**src/rtl/core/ssht_pkg.sv**
```systemverilog
// Shared types, sizes and helpers for the space-saving frequent-key table.
// Used by the cell, the controller and the top level; depends on nothing.
package ssht_pkg;

   localparam int SLOTS      = 64;
   localparam int KEY_BITS   = 32;
   localparam int COUNT_BITS = 32;
   localparam int IDX_BITS   = (SLOTS > 1) ? $clog2(SLOTS) : 1;
   localparam int FILL_BITS  = $clog2(SLOTS + 1);
   localparam int CAP_BITS   = 7;
   localparam int CMP_BITS   = (CAP_BITS > FILL_BITS) ? CAP_BITS : FILL_BITS;
   localparam int CSR_ADDR_BITS = 3;
   localparam int CSR_DATA_BITS = 32;
   localparam logic [CAP_BITS-1:0] ACTIVE_SLOTS_RESET = CAP_BITS'(64);

   // Register index, taken from paddr bit 2.
   localparam logic CSR_ACTIVE_SLOTS = 1'b0;

   typedef enum logic [0:0] {
      OP_UPDATE = 1'b0,
      OP_QUERY  = 1'b1
   } op_type;

   typedef enum logic [1:0] {
      ST_IDLE,
      ST_WALK,
      ST_FINISH
   } state_type;

   // Search word that walks down the chain, one cell per cycle.
   typedef struct packed {
      logic                  live;
      op_type                op;
      logic [KEY_BITS-1:0]   key;
      logic                  can_fill;
      logic                  hit;
      logic                  claimed;
      logic [COUNT_BITS-1:0] count;
      logic                  min_found;
      logic [COUNT_BITS-1:0] min_count;
      logic [IDX_BITS-1:0]   min_idx;
      logic [KEY_BITS-1:0]   min_key;
   } wave_type;

   // Replacement of the minimum entry, broadcast to every cell.
   typedef struct packed {
      logic                en;
      logic [IDX_BITS-1:0] idx;
      logic [KEY_BITS-1:0] key;
   } commit_type;

   function automatic logic [COUNT_BITS-1:0] count_inc(input logic [COUNT_BITS-1:0] c);
      return (&c) ? c : c + COUNT_BITS'(1);
   endfunction

endpackage

```
**src/rtl/core/ssht_cell.sv**
```systemverilog
// One table slot: key, count and valid flag, plus the search word register.
// Depends on ssht_pkg.
module ssht_cell import ssht_pkg::*; (
   input  logic                clock,
   input  logic                reset,
   input  logic [IDX_BITS-1:0] cell_idx,
   input  wave_type            wave_in,
   input  commit_type          commit,
   output wave_type            wave_out
);

   logic                  valid_ff, valid_in;
   logic [KEY_BITS-1:0]   key_ff, key_in;
   logic [COUNT_BITS-1:0] count_ff, count_in;
   wave_type              wave_ff, wave_in_next;
   logic                  hit_here, claim_here, min_here, commit_here;

   always_comb begin
      hit_here    = wave_in.live && valid_ff && (key_ff == wave_in.key);
      claim_here  = wave_in.live && !valid_ff && (wave_in.op == OP_UPDATE) &&
                    wave_in.can_fill && !wave_in.claimed && !wave_in.hit;
      min_here    = wave_in.live && valid_ff &&
                    (!wave_in.min_found || (count_ff < wave_in.min_count));
      commit_here = commit.en && (commit.idx == cell_idx);

      valid_in     = valid_ff;
      key_in       = key_ff;
      count_in     = count_ff;
      wave_in_next = wave_in;

      if (hit_here) begin
         wave_in_next.hit = 1'b1;
         if (wave_in.op == OP_UPDATE) begin
            count_in           = count_inc(count_ff);
            wave_in_next.count = count_inc(count_ff);
         end else begin
            wave_in_next.count = count_ff;
         end
      end

      if (claim_here) begin
         valid_in             = 1'b1;
         key_in               = wave_in.key;
         count_in             = COUNT_BITS'(1);
         wave_in_next.claimed = 1'b1;
         wave_in_next.count   = COUNT_BITS'(1);
      end

      if (min_here) begin
         wave_in_next.min_found = 1'b1;
         wave_in_next.min_count = count_ff;
         wave_in_next.min_idx   = cell_idx;
         wave_in_next.min_key   = key_ff;
      end

      if (commit_here) begin
         key_in   = commit.key;
         count_in = count_inc(count_ff);
      end
   end

   always_ff @(posedge clock) begin
      if (reset) begin
         valid_ff     <= 1'b0;
         wave_ff.live <= 1'b0;
      end else begin
         valid_ff <= valid_in;
         wave_ff  <= wave_in_next;
      end
   end

   always_ff @(posedge clock) begin
      key_ff   <= key_in;
      count_ff <= count_in;
   end

   assign wave_out = wave_ff;

endmodule

```
**config.mk**
```make
export PLATFORM = sky130hd
export DESIGN_NAME = ssht_cell
export DESIGN_NICKNAME = d
export VERILOG_FILES = /design/src/rtl/core/ssht_pkg.sv /design/src/rtl/core/ssht_cell.sv
export SDC_FILE = /design/constraint.sdc
export NUM_CORES = 1
export LEC_CHECK = 0
export BUFFER_PORTS_ARGS = -buffer_cell sky130_fd_sc_hd__buf_2
export CORE_MARGIN = 1.5
export CORE_UTILIZATION = 51
export CTS_BUF_LIST = sky130_fd_sc_hd__clkbuf_8
export DETAILED_ROUTE_END_ITERATION = 8
export PLACE_DENSITY = 0.81
export SLEW_MARGIN = 30
export SYNTH_ARGS = -nofsm -noshare
export SYNTH_HDL_FRONTEND = slang
export SYNTH_SLANG_ARGS = --single-unit
export TNS_END_PERCENT = 1
```
**constraint.sdc**
```tcl
create_clock -name clock -period 5.8 [get_ports clock]
set_input_delay 1.74 -clock clock [delete_from_list [all_inputs] [get_ports clock]]
set_output_delay 1.74 -clock clock [all_outputs]
set_load 0.01 [all_outputs]
```
# After elaboration in Yosys (flattened, before gate mapping)
# Index checks and enable logic that the tools add are counted.
[totals]
ff_bits = 205
in_bits = 187
output_inout_bits = 140
elab_cells = 45
[op_classes]
add_sub_neg = 1
magnitude_cmp = 1
n_eq_ne = 2
mux = 9
bitwise = 1
n_reduce_logical = 17
[ops]
columns = ["cell", "count"]
rows = [
  ["2-to-1 mux 32 bit", 8],
  ["2-to-1 mux 70 bit", 1],
  ["adder 32 x 1 -> 32 bit, second input constant", 1],
  ["== test 32 bit", 1],
  ["< comparator 32 bit", 1],
  ["AND reduction 32 bit", 1],
  ["logical AND 1 bit", 9],
  ["== test 6 bit", 1],
  ["logical NOT 1 bit", 4],
  ["nonzero test 3 bit", 1],
  ["nonzero test 2 bit", 1],
  ["logical OR 1 bit", 1],
  ["NOT 1 bit", 1],
]

# Longest topological paths before layout
[depth]
word_depth = 8
mapped_depth = 10
mapped_depth_nobuf = 8

# Worst setup path before layout
# OpenSTA, ideal clock, no wires.
[synth_path]
path_type = "input port to flip-flop"
from = "input reset"
to = "register wave_ff (netlist bit wave_out[0]), enable pin"
setup_time_ns = 0.491
arrival_time_ns = 4.423
t_required_ns = 5.309
path_slack_ns = 0.886
cell_stages = 1
n_path_buf = 0
path_cell_list = "inv_1"
[synth_lines]
columns = ["item", "line", "text"]
rows = [
  ["start: declaration", "ssht_cell.sv:5", "input logic reset,"],
  ["end signal: assignment", "ssht_cell.sv:68", "wave_ff <= wave_in_next;"],
  ["end: declaration", "ssht_cell.sv:15", "wave_type wave_ff, wave_in_next;"],
]
# No word-level cell between the ends.

==> results by group <==
Routing
  – Drt first pass iters: 5
  – DRC Markers: 0
  – Routed wire length: 28.8 mm
  – Vias per cell: 5.45
  – DR WL/cell: 19.1 um
  – Vias after detailed routing: 8216
  – ANT nets after route: 0
  – Initial DRC count: 496

Clock network
  – Root Buffer Master: clkbuf_8
  – Clock transition at the registers of the reported paths: 0.06 ns
  – Total setup buffers inserted after CTS: 0
  – Worst-Skew Late Latency: 0.52 ns
  – Clock Tree Buf Depth: 3
  – H-tree depth: 2
  – Hold buffer count at CTS: 0
  – Post_cts resized: 0
  – TritonCTS Sinks: 205
  – CTS tree: yes
  – CTS Buf Count: 36

GRT
  – Initial antenna violation count: 1
  – All-Layer GR Usage: 25.5%
  – First-pass GRT wire length: 43.5 mm
  – Largest net degree at the start of global routing: 111
  – Total grt overflow: 0
  – Vias in the first global route: 7946

Setup path
  – Setup CP Type: in -> reg
  – Critical Path AT: 4.61 ns
  – Max stage delay cell, worst path: a311oi_1
  – WP data required: 6.05 ns
  – Startpoint types: primary input
  – Reg2Reg Depth: 8
  – Crit-path max cell delay: 0.61 ns
  – Crit path cell chain: buf_2 > inv_1 > ha_1 > a211oi_2 > nor2_1 > a2111o_1 > a311oi_1 > o21a_4 > buf_4 > mux2_4
  – Internal reg-to-reg setup slack: 2.24 ns
  – CP max FO: 30
  – Crit. End Element: flop

Placement
  – Post-Place Cell Area: 0.0126 mm^2
  – Dpl ws: 0.969 ns
  – PortBufs: 326
  – Post-detail-place hpwl: 20.5 mm
  – Dpl cells: 1445
  – RD Place Congestion: 0.886

Floorplanning
  – Initial core utilization: 51.7%
  – Row Count: 53
  – Top-level port count: 327
  – Die W: 149 um
  – Core region area: 0.0210 mm^2
  – DIE AREA: 0.0221 mm^2
  – DIE HEIGHT: 149 um

Finish
  – Layout area overhead: 22.3%
  – Final core occ: 63.3%
  – Area of the multi-input gates: 0.00430 mm^2
  – Share of layout cells above drive strength 1: 37.6%
  – Layout Cells excl Fill: 1507
  – FILL cells: 1623
  – # nets final: 1427
  – Sequential Area: 0.00614 mm^2
  – Final Instance Area: 0.0133 mm^2

Timing
  – Slew of the pin with the lowest slew margin: 0.952 ns
  – Final min period: 4.35 ns
  – Fin crit share: 75.1%
  – Final hold violation count: 0
  – Worst Clk Skew: 0.0373 ns
  – Setup TNS: 0 ns
  – Final setup fails: 0
  – Final Max Slew Viols: 0
  – F_max: 230 MHz
  – Slew headroom: 36.4%
  – RSZ-0062 raised after global routing: false
  – Final worst slack: 1.45 ns

Yosys
  – Post-synth EDFFs: 203
  – Gate Count Post-Synth: 882
  – Synthesized cell area: 0.0108 mm^2
  – Post-synth top flop: edfxtp_1
  – Synthesized area per cell: 12.3 um^2
  – Fraction of the yosys area taken by sequential cells: 56.6%
  – Yosys warning total: 0
  – Unique masters post-synth: 50
  – Post-synth ARST share: 0%
  – #FFs+latches synth: 205
  – Syn nets: 1101

Hold path
  – Hold Path Class: reg -> reg
  – Min-Delay Path Depth: 2

Run status
  – Status: completed

Pwr
  – Maximum vdd drop: 0.186 mV
  – P_leak: 5.66 nW
  – Pwr per Cell Area: 249 mW/mm^2

Job
  – Maxcap violations: 0
-- through the flow --
stage          power (W)  hold WS (ns)
2_1_floorplan    0.00198         0.450
3_3_place_gp     0.00215         0.467
3_5_place_dp     0.00216         0.505
4_1_cts          0.00333         0.520
5_1_grt          0.00342         0.564
6_report         0.00331         0.513
-- worst paths after layout --
| check | end | from |
|---|---|---|
| setup / recovery | wave_out[52] | wave_in[51] |
| hold / removal | valid_ff | valid_ff |
| setup reg to reg | wave_out[52] | count_ff[13] |
| hold reg to reg | valid_ff | valid_ff |
-- cells in the mapped netlist (4+ instances only) --
| cell type | instances | share of area (%) |
|---|---|---|
| xor2_1 | 52 | 4.2 |
| ha_1 | 32 | 3.7 |
| nand4_1 | 38 | 2.2 |
| mux2_4 | 70 | 9.7 |
| clkbuf_1 | 27 | 0.94 |
| buf_12 | 7 | 1.3 |
| buf_2 | 12 | 0.55 |
| o21ai_0 | 35 | 1.6 |
| nand2_1 | 135 | 4.7 |
| nand2b_1 | 5 | 0.29 |
| nor2_1 | 42 | 1.5 |
| nand3_1 | 60 | 2.8 |
| a21oi_1 | 18 | 0.83 |
| xnor2_1 | 42 | 3.4 |
| edfxtp_1 | 203 | 56 |
| a21o_1 | 4 | 0.28 |
| and3_1 | 12 | 0.69 |
| nor3_1 | 10 | 0.46 |
| inv_1 | 35 | 1.2 |
-- sequential cells by signal, indices dropped and copies added (netlist names) --
name / cells
wave_out: 140
key_ff: 32
count_ff: 32
valid_ff: 1
-- power by group --
group	internal, W	total, W	switching, W
clock network	0.000589	0.00117	0.000583
registers	0.00172	0.00175	0.0000307
logic	0.000177	0.000380	0.000203
total	0.00249	0.00331	0.000817
-- cell usage in the layout (no fill, tap or decap), drive strengths merged, types with 12 or more instances in the layout --
| cell | instances |
|---|---|
| nand3 | 60 |
| clkbuf | 37 |
| inv | 46 |
| and3 | 13 |
| nor2 | 42 |
| nand2 | 135 |
| clkinv | 12 |
| buf | 336 |
| o21ai | 35 |
| xor2 | 52 |
| edfxtp | 203 |
| xnor2 | 42 |
| a21oi | 18 |
| ha | 32 |
| nand4 | 38 |
| mux2 | 70 |
-- logic make-up (layout without fill, tap and decap cells) --
| kind of cell | after synthesis | in the layout | share of synthesized area (%) |
|---|---|---|---|
| and+or+nand+nor | 323 | 323 | 14.2 |
| DFF | 205 | 205 | 56.6 |
| muxes | 71 | 71 | 9.79 |
| AOI/OAI and AO/OA | 73 | 73 | 3.96 |
| buffers and inverters | 84 | 433 | 4.18 |
| adders and majority gates | 32 | 32 | 3.69 |
| xor gates and xnor gates | 94 | 94 | 7.60 |
| other | 0 | 1 | 0 |
-- per-layer routing --
metal	GRT usage, %	wire length [um]	vias up
li1	-	-	3834
met1	31.4	11000	3911
met5	0	13	-
met3	5.93	2430	71
met2	43.4	14400	398
met4	10.6	995	2
-- critical path, delay by kind of cell --
family / cells / cell delay (ns)
AND/OR/NAND/NOR: 1 / 0.07
adder cells (fa/ha/maj): 1 / 0.32
multiplexers: 1 / 0.36
buffers and inverters: 3 / 0.65
AO/OA/AOI/OAI: 4 / 1.47
-- final cells by class --
class / count / area share [%]
well taps: 275 / 2.60
multi-input cells: 593 / 32.4
clock inverters: 24 / 0.765
diodes: 1 / 0.0189
repair buffers: 336 / 13.0
clock buffers: 37 / 3.84
inverters: 36 / 1.08
flip-flops and latches: 205 / 46.3
(Power assumes the default switching activity.)
