==> src/rtl/core/ssht_pkg.sv <==
// Shared types, sizes and helpers for the space-saving frequent-key table.
// Used by the cell, the controller and the top level; depends on nothing.
package ssht_pkg;

   localparam int SLOTS      = 64;
   localparam int KEY_BITS   = 32;
   localparam int COUNT_BITS = 32;
   localparam int IDX_BITS   = (SLOTS > 1) ? $clog2(SLOTS) : 1;
   localparam int FILL_BITS  = $clog2(SLOTS + 1);
   localparam int CAP_BITS   = 7;
   localparam int CMP_BITS   = (CAP_BITS > FILL_BITS) ? CAP_BITS : FILL_BITS;
   localparam int CSR_ADDR_BITS = 3;
   localparam int CSR_DATA_BITS = 32;
   localparam logic [CAP_BITS-1:0] ACTIVE_SLOTS_RESET = CAP_BITS'(64);

   // Register index, taken from paddr bit 2.
   localparam logic CSR_ACTIVE_SLOTS = 1'b0;

   typedef enum logic [0:0] {
      OP_UPDATE = 1'b0,
      OP_QUERY  = 1'b1
   } op_type;

   typedef enum logic [1:0] {
      ST_IDLE,
      ST_WALK,
      ST_FINISH
   } state_type;

   // Search word that walks down the chain, one cell per cycle.
   typedef struct packed {
      logic                  live;
      op_type                op;
      logic [KEY_BITS-1:0]   key;
      logic                  can_fill;
      logic                  hit;
      logic                  claimed;
      logic [COUNT_BITS-1:0] count;
      logic                  min_found;
      logic [COUNT_BITS-1:0] min_count;
      logic [IDX_BITS-1:0]   min_idx;
      logic [KEY_BITS-1:0]   min_key;
   } wave_type;

   // Replacement of the minimum entry, broadcast to every cell.
   typedef struct packed {
      logic                en;
      logic [IDX_BITS-1:0] idx;
      logic [KEY_BITS-1:0] key;
   } commit_type;

   function automatic logic [COUNT_BITS-1:0] count_inc(input logic [COUNT_BITS-1:0] c);
      return (&c) ? c : c + COUNT_BITS'(1);
   endfunction

endpackage

==> src/rtl/core/ssht_ctrl.sv <==
// Sequencer for the table: launches a search word, finishes each request word,
// holds the fill count, the result register and the configuration register.
// Depends on ssht_pkg.
module ssht_ctrl import ssht_pkg::*; (
   input  logic                     clock,
   input  logic                     reset,
   input  logic                     req_valid,
   output logic                     req_ready,
   input  logic                     req_op,
   input  logic [KEY_BITS-1:0]      req_key,
   output logic                     rsp_valid,
   input  logic                     rsp_ready,
   output logic [COUNT_BITS-1:0]    rsp_estimate,
   output logic                     rsp_was_tracked,
   output logic                     rsp_evicted,
   output logic [KEY_BITS-1:0]      rsp_evicted_key,
   input  logic                     csr_psel,
   input  logic                     csr_penable,
   input  logic                     csr_pwrite,
   input  logic [CSR_ADDR_BITS-1:0] csr_paddr,
   input  logic [CSR_DATA_BITS-1:0] csr_pwdata,
   output logic [CSR_DATA_BITS-1:0] csr_prdata,
   output logic                     csr_pready,
   output wave_type                 head,
   input  wave_type                 tail,
   output commit_type               commit
);

   state_type             state_ff, state_in;
   wave_type              head_ff, head_in;
   wave_type              fin_ff, fin_in;
   logic [FILL_BITS-1:0]  filled_ff, filled_in;
   logic [CAP_BITS-1:0]   active_slots_ff, active_slots_in;
   logic                  rsp_valid_ff, rsp_valid_in;
   logic [COUNT_BITS-1:0] rsp_estimate_ff, rsp_estimate_in;
   logic                  rsp_was_tracked_ff, rsp_was_tracked_in;
   logic                  rsp_evicted_ff, rsp_evicted_in;
   logic [KEY_BITS-1:0]   rsp_evicted_key_ff, rsp_evicted_key_in;

   logic [CMP_BITS-1:0]   cap;
   logic                  can_fill;
   logic                  evict;
   logic                  csr_write;

   // Capacity clamped to the range one to SLOTS.
   always_comb begin
      if (active_slots_ff == '0) begin
         cap = CMP_BITS'(1);
      end else if (CMP_BITS'(active_slots_ff) > CMP_BITS'(SLOTS)) begin
         cap = CMP_BITS'(SLOTS);
      end else begin
         cap = CMP_BITS'(active_slots_ff);
      end
      can_fill = CMP_BITS'(filled_ff) < cap;
   end

   always_comb begin
      state_in           = state_ff;
      head_in            = head_ff;
      head_in.live       = 1'b0;
      fin_in             = fin_ff;
      filled_in          = filled_ff;
      commit             = '0;
      req_ready          = 1'b0;
      evict              = 1'b0;
      rsp_valid_in       = rsp_valid_ff && !rsp_ready;
      rsp_estimate_in    = rsp_estimate_ff;
      rsp_was_tracked_in = rsp_was_tracked_ff;
      rsp_evicted_in     = rsp_evicted_ff;
      rsp_evicted_key_in = rsp_evicted_key_ff;

      case (state_ff)
         ST_IDLE: begin
            req_ready = 1'b1;
            if (req_valid) begin
               head_in          = '0;
               head_in.live     = 1'b1;
               head_in.op       = op_type'(req_op);
               head_in.key      = req_key;
               head_in.can_fill = can_fill;
               state_in         = ST_WALK;
            end
         end
         ST_WALK: begin
            if (tail.live) begin
               fin_in   = tail;
               state_in = ST_FINISH;
            end
         end
         ST_FINISH: begin
            if (!rsp_valid_ff || rsp_ready) begin
               evict = (fin_ff.op == OP_UPDATE) && !fin_ff.hit && !fin_ff.claimed &&
                       fin_ff.min_found;
               commit.en  = evict;
               commit.idx = fin_ff.min_idx;
               commit.key = fin_ff.key;
               if (fin_ff.claimed) begin
                  filled_in = filled_ff + FILL_BITS'(1);
               end
               rsp_valid_in       = 1'b1;
               rsp_was_tracked_in = fin_ff.hit;
               rsp_evicted_in     = evict;
               rsp_evicted_key_in = evict ? fin_ff.min_key : '0;
               if (evict) begin
                  rsp_estimate_in = count_inc(fin_ff.min_count);
               end else if (fin_ff.hit || fin_ff.claimed) begin
                  rsp_estimate_in = fin_ff.count;
               end else begin
                  rsp_estimate_in = '0;
               end
               state_in = ST_IDLE;
            end
         end
         default: begin
            state_in = ST_IDLE;
         end
      endcase
   end

   always_ff @(posedge clock) begin
      if (reset) begin
         state_ff     <= ST_IDLE;
         head_ff.live <= 1'b0;
         filled_ff    <= '0;
         rsp_valid_ff <= 1'b0;
      end else begin
         state_ff     <= state_in;
         head_ff      <= head_in;
         filled_ff    <= filled_in;
         rsp_valid_ff <= rsp_valid_in;
      end
   end

   always_ff @(posedge clock) begin
      fin_ff             <= fin_in;
      rsp_estimate_ff    <= rsp_estimate_in;
      rsp_was_tracked_ff <= rsp_was_tracked_in;
      rsp_evicted_ff     <= rsp_evicted_in;
      rsp_evicted_key_ff <= rsp_evicted_key_in;
   end

   // Configuration register.
   always_comb begin
      csr_write       = csr_psel && csr_penable && csr_pwrite &&
                        (csr_paddr[2] == CSR_ACTIVE_SLOTS);
      active_slots_in = csr_write ? csr_pwdata[CAP_BITS-1:0] : active_slots_ff;
      if (csr_paddr[2] == CSR_ACTIVE_SLOTS) begin
         csr_prdata = CSR_DATA_BITS'(active_slots_ff);
      end else begin
         csr_prdata = '0;
      end
   end

   always_ff @(posedge clock) begin
      if (reset) begin
         active_slots_ff <= ACTIVE_SLOTS_RESET;
      end else begin
         active_slots_ff <= active_slots_in;
      end
   end

   assign csr_pready      = 1'b1;
   assign head            = head_ff;
   assign rsp_valid       = rsp_valid_ff;
   assign rsp_estimate    = rsp_estimate_ff;
   assign rsp_was_tracked = rsp_was_tracked_ff;
   assign rsp_evicted     = rsp_evicted_ff;
   assign rsp_evicted_key = rsp_evicted_key_ff;

endmodule

==> config.mk <==
export PLATFORM = sky130hd
export DESIGN_NAME = ssht_ctrl
export DESIGN_NICKNAME = d
export VERILOG_FILES = /design/src/rtl/core/ssht_pkg.sv /design/src/rtl/core/ssht_ctrl.sv
export SDC_FILE = /design/constraint.sdc
export NUM_CORES = 1
export LEC_CHECK = 0
export BUFFER_PORTS_ARGS = -buffer_cell sky130_fd_sc_hd__clkbuf_2
export CORE_AREA = 2 2 193 195
export CTS_BUF_LIST = sky130_fd_sc_hd__clkbuf_8
export DETAILED_ROUTE_END_ITERATION = 16
export DIE_AREA = 0 0 195 197
export PLACE_DENSITY = 0.64
export SKIP_LAST_GASP = 1
export SLEW_MARGIN = 10
export SYNTH_ARGS = -nofsm -noshare
export SYNTH_HDL_FRONTEND = slang
export SYNTH_SLANG_ARGS = --single-unit
==> constraint.sdc <==
create_clock -name clock -period 10.15 [get_ports clock]
set_input_delay 1.5225 -clock clock [delete_from_list [all_inputs] [get_ports clock]]
set_output_delay 1.5225 -clock clock [all_outputs]
set_load 0.005 [all_outputs]
**Yosys cells after proc, flatten, opt, wreduce, memory -nomap -nowiden**

Cells that the tools add are included.

- Muxes and demuxes: 16
- Reduce and logical (&&, ||, !) cells: 22
- Magnitude comparators: 2
- Bitwise operators: 4
- Equal/unequal tests: 5
- Add/subtract/negate cells: 2

Operators with widths:

| cell | count |
|---|---|
| $mux W140 | 1 |
| $mux W32 | 3 |
| $mux W39 | 2 |
| $add A32 B1 Y32 const B | 1 |
| $reduce_and A32 Y1 | 1 |
| $mux W7 | 3 |
| $reduce_and A3 Y1 | 3 |
| $add A7 B1 Y7 const B | 1 |
| $gt A7 B7 Y1 const B | 1 |
| $logic_and A1 B1 Y1 | 7 |
| $logic_not A7 Y1 | 1 |
| $lt A7 B7 Y1 | 1 |
| $mux W2 | 3 |
| $ne A2 B2 Y1 const B | 3 |
| $pmux W2 S3 | 1 |
| $logic_not A1 Y1 | 4 |
| $not A1 Y1 | 4 |
| $reduce_and A2 Y1 | 2 |
| $mux W1 | 3 |
| $eq A2 B1 Y1 const B | 1 |
| $eq A2 B2 Y1 const B | 1 |
| $logic_not A2 Y1 | 1 |
| $logic_or A1 B1 Y1 | 2 |
| $reduce_or A2 Y1 | 1 |

- Input port bits: 215
- Register bits: 256
- Logic and storage cells: 72

**Longest topological paths before layout**

Gate-level depths: netlist of run 1.

- Depth after elaboration: 6
- Depth in mapped cells: 9

**Least setup slack after synthesis of run 1**

Ideal clock, no wire load.

- Path kind: input-to-reg
- Start point: in tail[139] (netlist name)
- End point: reg fin_ff[0] (netlist name), enable pin
- Stages: 2
- Arrival: 7355 ps
- Setup time: 639 ps
- Path slack: 2156 ps
- Path buffers: 0
- Cell sequence: nand2_1 > nor2_1

- Cells in the longest elaborated chain, start to end: 1

RTL lines:

| element | line | RTL |
|---|---|---|
| from (decl) | ssht_ctrl.sv:25 | `input wave_type tail,` |
| $reduce_and A2 Y1 (no line) | -- |  |
| to (signal assigned) | ssht_ctrl.sv:135 | `fin_ff <= fin_in;` |
| to (decl) | ssht_ctrl.sv:31 | `wave_type fin_ff, fin_in;` |

No other way between the ends.
A chain may end at the register's enable or synchronous reset.

==> summary.txt, run 1 <==
Clocking
  • Clock sinks: 256
  • Clock tree buffer depth: 3
  • Post-CTS Setup Inserts: 0
  • Worst-skew pair later-pin latency: between 0.5 and 0.6 ns
  • Max H-tree Level: 2
  • Hold-fix buffers, CTS: 0
  • Clock transition at the registers of the reported paths: ~0.060 ns
  • CTS buffer count: 46
  • CTS tree: done
  • Clock root buffer: clkbuf_8
  • CTS resizes: 0

Die
  • Die Span X: between 150 and 200 µm
  • Die Footprint: 38400 µm²
  • Row count: 70
  • Initial Util: a little under a third
  • Die span in y: slightly below 200 µm
  • # IOs: about 500
  • Core ar.: around 36000 µm²

Setup path
  • Origin of the critical flop-to-flop path: fin_ff[103]
  • CP Launch Type: input pin
  • CP Capture Type: output pin
  • CP arrival: 2.80 ns
  • Setup CP Type: input pin to output pin
  • CP max FO: 42
  • CP Data Required Time: roughly 8.6 ns
  • Reg2Reg Setup Slack: between 6 and 7 ns
  • Path depth of the worst reg2reg path: 8
  • Reg2reg end: rsp_estimate[9]

Yosys
  • Yosys warnings: 0
  • Post-synth cell types: 60
  • Main synth FF type: edfxtp_1
  • Ys async rst share: 0%
  • Post-Synthesis Cells: around 800
  • Synthesized area: approximately 11000 µm²
  • Number of synthesized flops with an enable pin: 238
  • Register area share after synthesis: roughly 69%
  • Average size of a mapped cell: between 10 and 15 µm²
  • FF+latch count, synth: about 260

Pwr
  • Pleak: 5.63 nW
  • Psw: approximately 0.52 mW
  • Flop pwr share: between 50% and 60%
  • Peak supply drop: 0.000105 V
  • Switching Share: between 20% and 30%
  • Pwr per Cell Area: ~170 nW/µm²
  • Cell-internal power: between 1.5 and 2 mW
  • Logic gate share of total power: a little under 5%
  • Clock power frac: 41.9%

Cells and area
  • Area delta synth->final: 23.6%
  • Most frequent cells in the layout: clkbuf_2 (335), edfxtp_1 (238), conb_1 (131), clkbuf_8 (50), nand3_1 (41)
  • Final core utilization: 37.3%
  • Fillers: approximately 3600
  • Nets: about 1400
  • Share of layout cells above drive strength 1: a little over a third
  • Most common cell after layout, fill and taps aside: clkbuf_2

Route
  • WL per Instance: roughly 17 µm
  • Routed vias/inst: about 4.4
  • DR iter-0 viols: around 380
  • DRT Wirelength: approximately 27 mm
  • Pre-antenna DRT Iters: 5
  • Vias post-DR: about 7200
  • Drc violations: 0
  • Post-route ant nets: 0

STA
  • Final Critical Period: 4.32 ns
  • Final setup viols: 0
  • Layout Skew: about 0.036 ns
  • F_max: 231 MHz
  • Worst slew margin: approximately 33%
  • RSZ-0062 raised after global routing: no
  • WHS: 0.449 ns
  • Hold Vio Cnt, Final: 0
  • Setup TNS: 0 ns
  • Slew @ Worst Pin: between 1 and 1.5 ns
  • Max Slew Vio Count: 0
  • Fin crit share: a little over two fifths

Global route
  • Largest net degree at the start of global routing: just over 80
  • Vias in the first global route: 6871
  • Initial antenna violation count: 1
  • GR Overflow Total: 0
  • GRT Util Overall: roughly 14%
  • First-pass GRT wire length: approximately 40 mm

Placement
  • IO buf count: roughly 340
  • Routability Congestion: about 0.8
  • Post-DP HPWL: approximately 19 mm

Worst hold path
  • Hold path start: fin_ff[104]
  • Hold Path Depth: 0
  • Worst Hold Class: register to register
  • End point of the worst hold path: rsp_was_tracked

Job
  • Max_cap viols: 0

Outcome
  • Status: complete, no violations
[per-stage QoR]
step | total power [mW] | setup WS, ns | std cells | instance area (µm²)
floorplan | 1.31 | 2.16 | 915 | 11400
global route | 2.37 | 5.68 | 1645 | 13500
finish | 2.27 | 5.83 | 1645 | 13500
global placement | 1.34 | 5.81 | 1560 | 12600
CTS | 2.31 | 5.51 | 1644 | 13500
detailed placement | 1.34 | 5.81 | 1560 | 12600
[critical path, stage by stage]
cell and delay (ns):
clkbuf_2 0.07, nand2b_1 0.08, buf_4 0.32, and2_4 0.47, and2_1 0.19, clkbuf_2 0.13
[layer usage]
metal,up-vias,routed length [µm],global-route usage (%)
li1,3391,-,-
met1,3439,10900,16.8
met2,360,13700,22.8
met3,50,2100,4.26
met4,0,650,5.65
met5,-,0,0
[cells by family (layout without fill, tap and decap cells)]
| family | count (synthesis) | in the layout | synth area share, % |
|---|---|---|---|
| XOR/XNOR | 8 | 8 | 0.639 |
| adder cells (fa/ha/maj) | 8 | 8 | 0.913 |
| AO/OA/AOI/OAI | 75 | 75 | 5.14 |
| buffers and inverters | 173 | 434 | 10.7 |
| AND/OR/NAND/NOR | 255 | 255 | 13.2 |
| multiplexers | 9 | 9 | 0.822 |
| flip-flops | 256 | 256 | 68.5 |
| other | 2 | 132 | 0.0685 |
[power by group through the flow]
| stage | clock, mW | combinational [mW] | sequential (mW) |
|---|---|---|---|
| floorplan | 0 | 0.0823 | 1.23 |
| global placement | 0 | 0.110 | 1.23 |
| detailed placement | 0 | 0.113 | 1.23 |
| CTS | 0.991 | 0.113 | 1.21 |
| global route | 1.04 | 0.126 | 1.21 |
| finish | 0.950 | 0.112 | 1.21 |
[cell type report]
class	instances	area, µm²	area share, %
repair buffers	342	1730	12.8
multi-input cells	486	2780	20.6
inverters	8	30.0	0.222
diodes	1	2.50	0.0185
well taps	468	586	4.32
flip-flops and latches	256	7510	55.4
clock inverters	34	214	1.58
clock buffers	50	688	5.08
[registers in the layout, summed over array words and instances, names as in the netlist]
| register | count |
|---|---|
| filled_ff | 7 |
| state_ff | 2 |
| rsp_estimate | 32 |
| rsp_was_tracked | 1 |
| fin_ff | 138 |
| rsp_evicted_key | 32 |
| rsp_valid | 1 |
| rsp_evicted | 1 |
| active_slots_ff | 7 |
| head | 35 |
[how the worst max path moves through the flow]
| stage | start | to | cells past startpoint |
|---|---|---|---|
| after CTS | state_ff[1] | commit[38] | 4 |
| after global routing | fin_ff[103] | commit[38] | 6 |
| after detailed placement | rsp_ready | commit[38] | 6 |
| final | rsp_ready | commit[38] | 6 |
| after floorplan | tail[139] | fin_ff[0] | 2 |
| after global placement | rsp_ready | commit[38] | 6 |
[synthesized netlist by cell type (2+ instances only)]
library cell | n | area share, %
buf_2 | 5 | 0.23
a21o_1 | 2 | 0.14
a31oi_1 | 10 | 0.57
and3_1 | 40 | 2.3
inv_1 | 6 | 0.21
conb_1 | 2 | 0.069
a221o_1 | 4 | 0.37
nor2_1 | 28 | 0.96
a211o_1 | 4 | 0.32
nor2b_1 | 7 | 0.40
o211ai_1 | 10 | 0.68
nand2b_1 | 6 | 0.34
a41oi_1 | 2 | 0.16
nand2_1 | 39 | 1.3
a22o_1 | 2 | 0.16
and4_2 | 2 | 0.18
dfxtp_1 | 18 | 3.3
nand3_1 | 41 | 1.9
nor4_1 | 10 | 0.57
xnor2_1 | 3 | 0.24
buf_4 | 134 | 9.2
or3_1 | 3 | 0.17
clkbuf_1 | 20 | 0.68
o21ai_0 | 9 | 0.41
edfxtp_1 | 238 | 65
a21oi_1 | 10 | 0.46
and4_1 | 4 | 0.32
a32oi_1 | 14 | 1.1
ha_1 | 8 | 0.91
mux2i_1 | 9 | 0.82
xor2_1 | 5 | 0.40
and3_2 | 2 | 0.14
nand4_1 | 6 | 0.34
and2_1 | 37 | 2.1
clkbuf_2 | 5 | 0.23
nor3_1 | 13 | 0.59
or2_2 | 4 | 0.23
nor4b_1 | 2 | 0.16
No activity file was read; power rests on OpenSTA's default activity.
==> run 2, diff against run 1 <==
Settings changed: ABC_AREA set to 1, CORE_AREA 2 2 193 195 to 2 2 195 197, DIE_AREA 0 0 195 197 to 0 0 197 199.
Clock period 10.15 ns to 4.3 ns, I/O delays scaled along.
==> summary.txt, run 2 <==
Clocking
  • Max H-tree Level: 2 (unchanged)
  • Hold-fix buffers, CTS: 0 (unchanged)
  • Post-CTS Setup Inserts: 0 (unchanged)
  • Clock tree buffer depth: 3 (unchanged)
  • Clock sinks: 256 (unchanged)
  • Clock transition at the registers of the reported paths: 0.06 ns (about the same)
  • CTS tree: done
  • CTS resizes: 0 (unchanged)
  • CTS buffer count: 46 (unchanged)
  • Clock root buffer: clkbuf_8
  • Worst-skew pair later-pin latency: 0.61 ns (+0.02 ns)

Pwr
  • Tot Pwr: 5.28 mW (+130%)
  • Peak supply drop: 0.000225 V (+120%)
  • Pleak: 6.27 nW (+11%)
  • Pwr per Cell Area: 382 nW/µm² (+130%)

Die
  • Core ar.: 37100 µm² (+2.4%)
  • Die Span X: 197 µm (+1.0%)
  • Die span in y: 199 µm (+1.0%)
  • # IOs: 495 (unchanged)
  • Row count: 71 (+1.4%)
  • Die Footprint: 39200 µm² (+2.1%)
  • Initial Util: 30.2% (about the same)

Setup path
  • Max stage delay on crit path: 0.40 ns (-0.07 ns)
  • CP max FO: 33 (-21%)
  • CP Launch Type: register
  • Path depth of the worst reg2reg path: 10 (+2)
  • CP Capture Type: output pin
  • CP arrival: 2.32 ns (-0.48 ns)
  • Worst path slowest cell: edfxtp_1
  • Reg2reg end: rsp_estimate[1]
  • Setup CP Type: register to output pin
  • Reg2Reg Setup Slack: 1.88 ns (-5.05 ns)
  • Origin of the critical flop-to-flop path: fin_ff[38]
  • Worst-path cell chain: nor2_1 > inv_2 > nor3_4 > inv_2 > nor2_1 > clkbuf_2
  • CP Data Required Time: 3.65 ns (-4.98 ns)

Yosys
  • Synth top area share: 63.7% (-1.5 points)
  • Number of synthesized flops with an enable pin: 238 (unchanged)
  • Cell taking the most area after synthesis: edfxtp_1
  • Average size of a mapped cell: 10.9 µm² (-21%)
  • FF+latch count, synth: 256 (unchanged)
  • Ys async rst share: 0% (unchanged)
  • Top cells by count, synth: nand2_1 (264), edfxtp_1 (238), nor2_1 (146)
  • Yosys warnings: 0 (unchanged)
  • Main synth FF type: edfxtp_1
  • Post-synth cell types: 30 (-50%)
  • Register area share after synthesis: 66.9% (-1.6 points)
  • Synth area leaders: edfxtp_1 (64%), nand2_1 (8.8%), buf_4 (8.8%)
  • Cell with the most instances after synthesis: nand2_1
  • Synthesized area: 11200 µm² (+2.4%)
  • Post-Synthesis Cells: 1025 (+30%)

STA
  • WHS: 0.201 ns (-0.248 ns)
  • Final setup viols: 0 (unchanged)
  • Max Slew Vio Count: 0 (unchanged)
  • Layout Skew: 0.0381 ns (+0.00199 ns)
  • RSZ-0062 raised after global routing: no
  • Fin crit share: between 60% and 70%
  • F_max: 338 MHz
  • Slew @ Worst Pin: 1.10 ns (+0.0873 ns)
  • Hold Vio Cnt, Final: 0 (unchanged)
  • Worst slew margin: 26.7% (-5.8 points)
  • Final Critical Period: just under 3 ns
  • Worst setup margin: 1.34 ns (-4.49 ns)

Cells and area
  • Area delta synth->final: 23.2%
  • Most flops, register: fin_ff
  • Share of layout cells above drive strength 1: 30.3% (-6.3 points)
  • ANT cells: 0 (-1)
  • Most frequent cells in the layout: clkbuf_2 (335), nand2_1 (264), edfxtp_1 (238), nor2_1 (145), conb_1 (131)
  • Final core utilization: 37.2% (-0.12 points)
  • Max reg flops: 138 (unchanged)
  • Most common cell after layout, fill and taps aside: clkbuf_2
  • Fillers: 3688 (+3.7%)
  • Finished Cell Area: 13800 µm² (+2.1%)
  • Nets: 1613 (+18%)

Worst hold path
  • End point of the worst hold path: fin_ff[94]
  • Hold Path Depth: 1 (+1)
  • Hold path start: tail[94]
  • Worst Hold Class: input pin to register

Route
  • WL per Instance: 15.0 µm (-9.5%)
  • DR iter-0 viols: 285 (-24%)
  • DRT Wirelength: 28.5 mm (+4.2%)
  • Post-route ant nets: 0 (unchanged)
  • Vias post-DR: 7830 (+8.1%)
  • Routed vias/inst: 4.13 (-6.1%)
  • Drc violations: 0 (unchanged)
  • Pre-antenna DRT Iters: 4 (-1)

Global route
  • Largest net degree at the start of global routing: 82 (unchanged)
  • GRT Util Overall: 14.1% (+0.30 points)
  • Initial antenna violation count: 4 (+3)
  • First-pass GRT wire length: 41.5 mm (+4.1%)
  • Vias in the first global route: 7512 (+9.3%)
  • GR Overflow Total: 0 (unchanged)

Placement
  • Post-DP Area: 13000 µm² (+2.7%)
  • Post-DP HPWL: 21.2 mm (+10%)
  • Routability Congestion: 0.851 (+7.0%)
  • IO buf count: 335 (unchanged)
  • DP Worst Slack: 1.53 ns (-4.28 ns)

Job
  • Max_cap viols: 0 (unchanged)

Outcome
  • Status: complete, no violations
[run 2: cells by family after synthesis]
logic type | share of synthesized area, %
AOI/OAI and AO/OA | 1.51
xor gates and xnor gates | 0.312
adders and majority gates | 0.892
buffers and inverters | 12.6
DFF | 66.9
other | 0.0669
and+or+nand+nor | 17.8
[run 2: worst max path at each step]
stage	startpoint	endpoint
after global placement	rsp_ready	commit[21]
after floorplan	tail[139]	fin_ff[0]
after global routing	fin_ff[104]	commit[38]
final	fin_ff[104]	commit[38]
after detailed placement	rsp_ready	commit[26]
after CTS	fin_ff[104]	commit[38]
[run 2: report_power, final]
part           switching, mW  leakage (nW)  internal [mW]
clock network           1.03         0.480           1.13
registers             0.0311          2.34           2.81
logic                  0.175          3.45          0.111
[run 2: per-stage QoR]
stage / TNS (ns) / instances
after floorplan: -14.96 / 1154
after global placement: 0 / 1816
after detailed placement: 0 / 1816
after CTS: 0 / 1895
after global routing: 0 / 1895
final: 0 / 1895
[run 2: critical path: cells and delay by family, from the launching register on]
| family | cells | cell delay [ns] |
|---|---|---|
| flops | 1 | 0.40 |
| simple gates | 3 | 0.73 |
| buf+inv | 3 | 0.56 |
[run 2: layout make-up]
| class | count | area (µm²) | area share (%) |
|---|---|---|---|
| inverters | 82 | 320 | 2.32 |
| well taps | 474 | 593 | 4.29 |
| multi-input cells | 661 | 2810 | 20.4 |
| clock buffers | 46 | 633 | 4.58 |
| clock inverters | 33 | 218 | 1.58 |
| repair buffers | 343 | 1740 | 12.6 |
| flip-flops and latches | 256 | 7510 | 54.3 |
[run 2: metal layers]
metal / track usage (%) / routed length, µm
met5: 0 / 40
met4: 4.79 / 606
met3: 5.07 / 2640
met2: 22.6 / 13400
met1: 17.7 / 11800
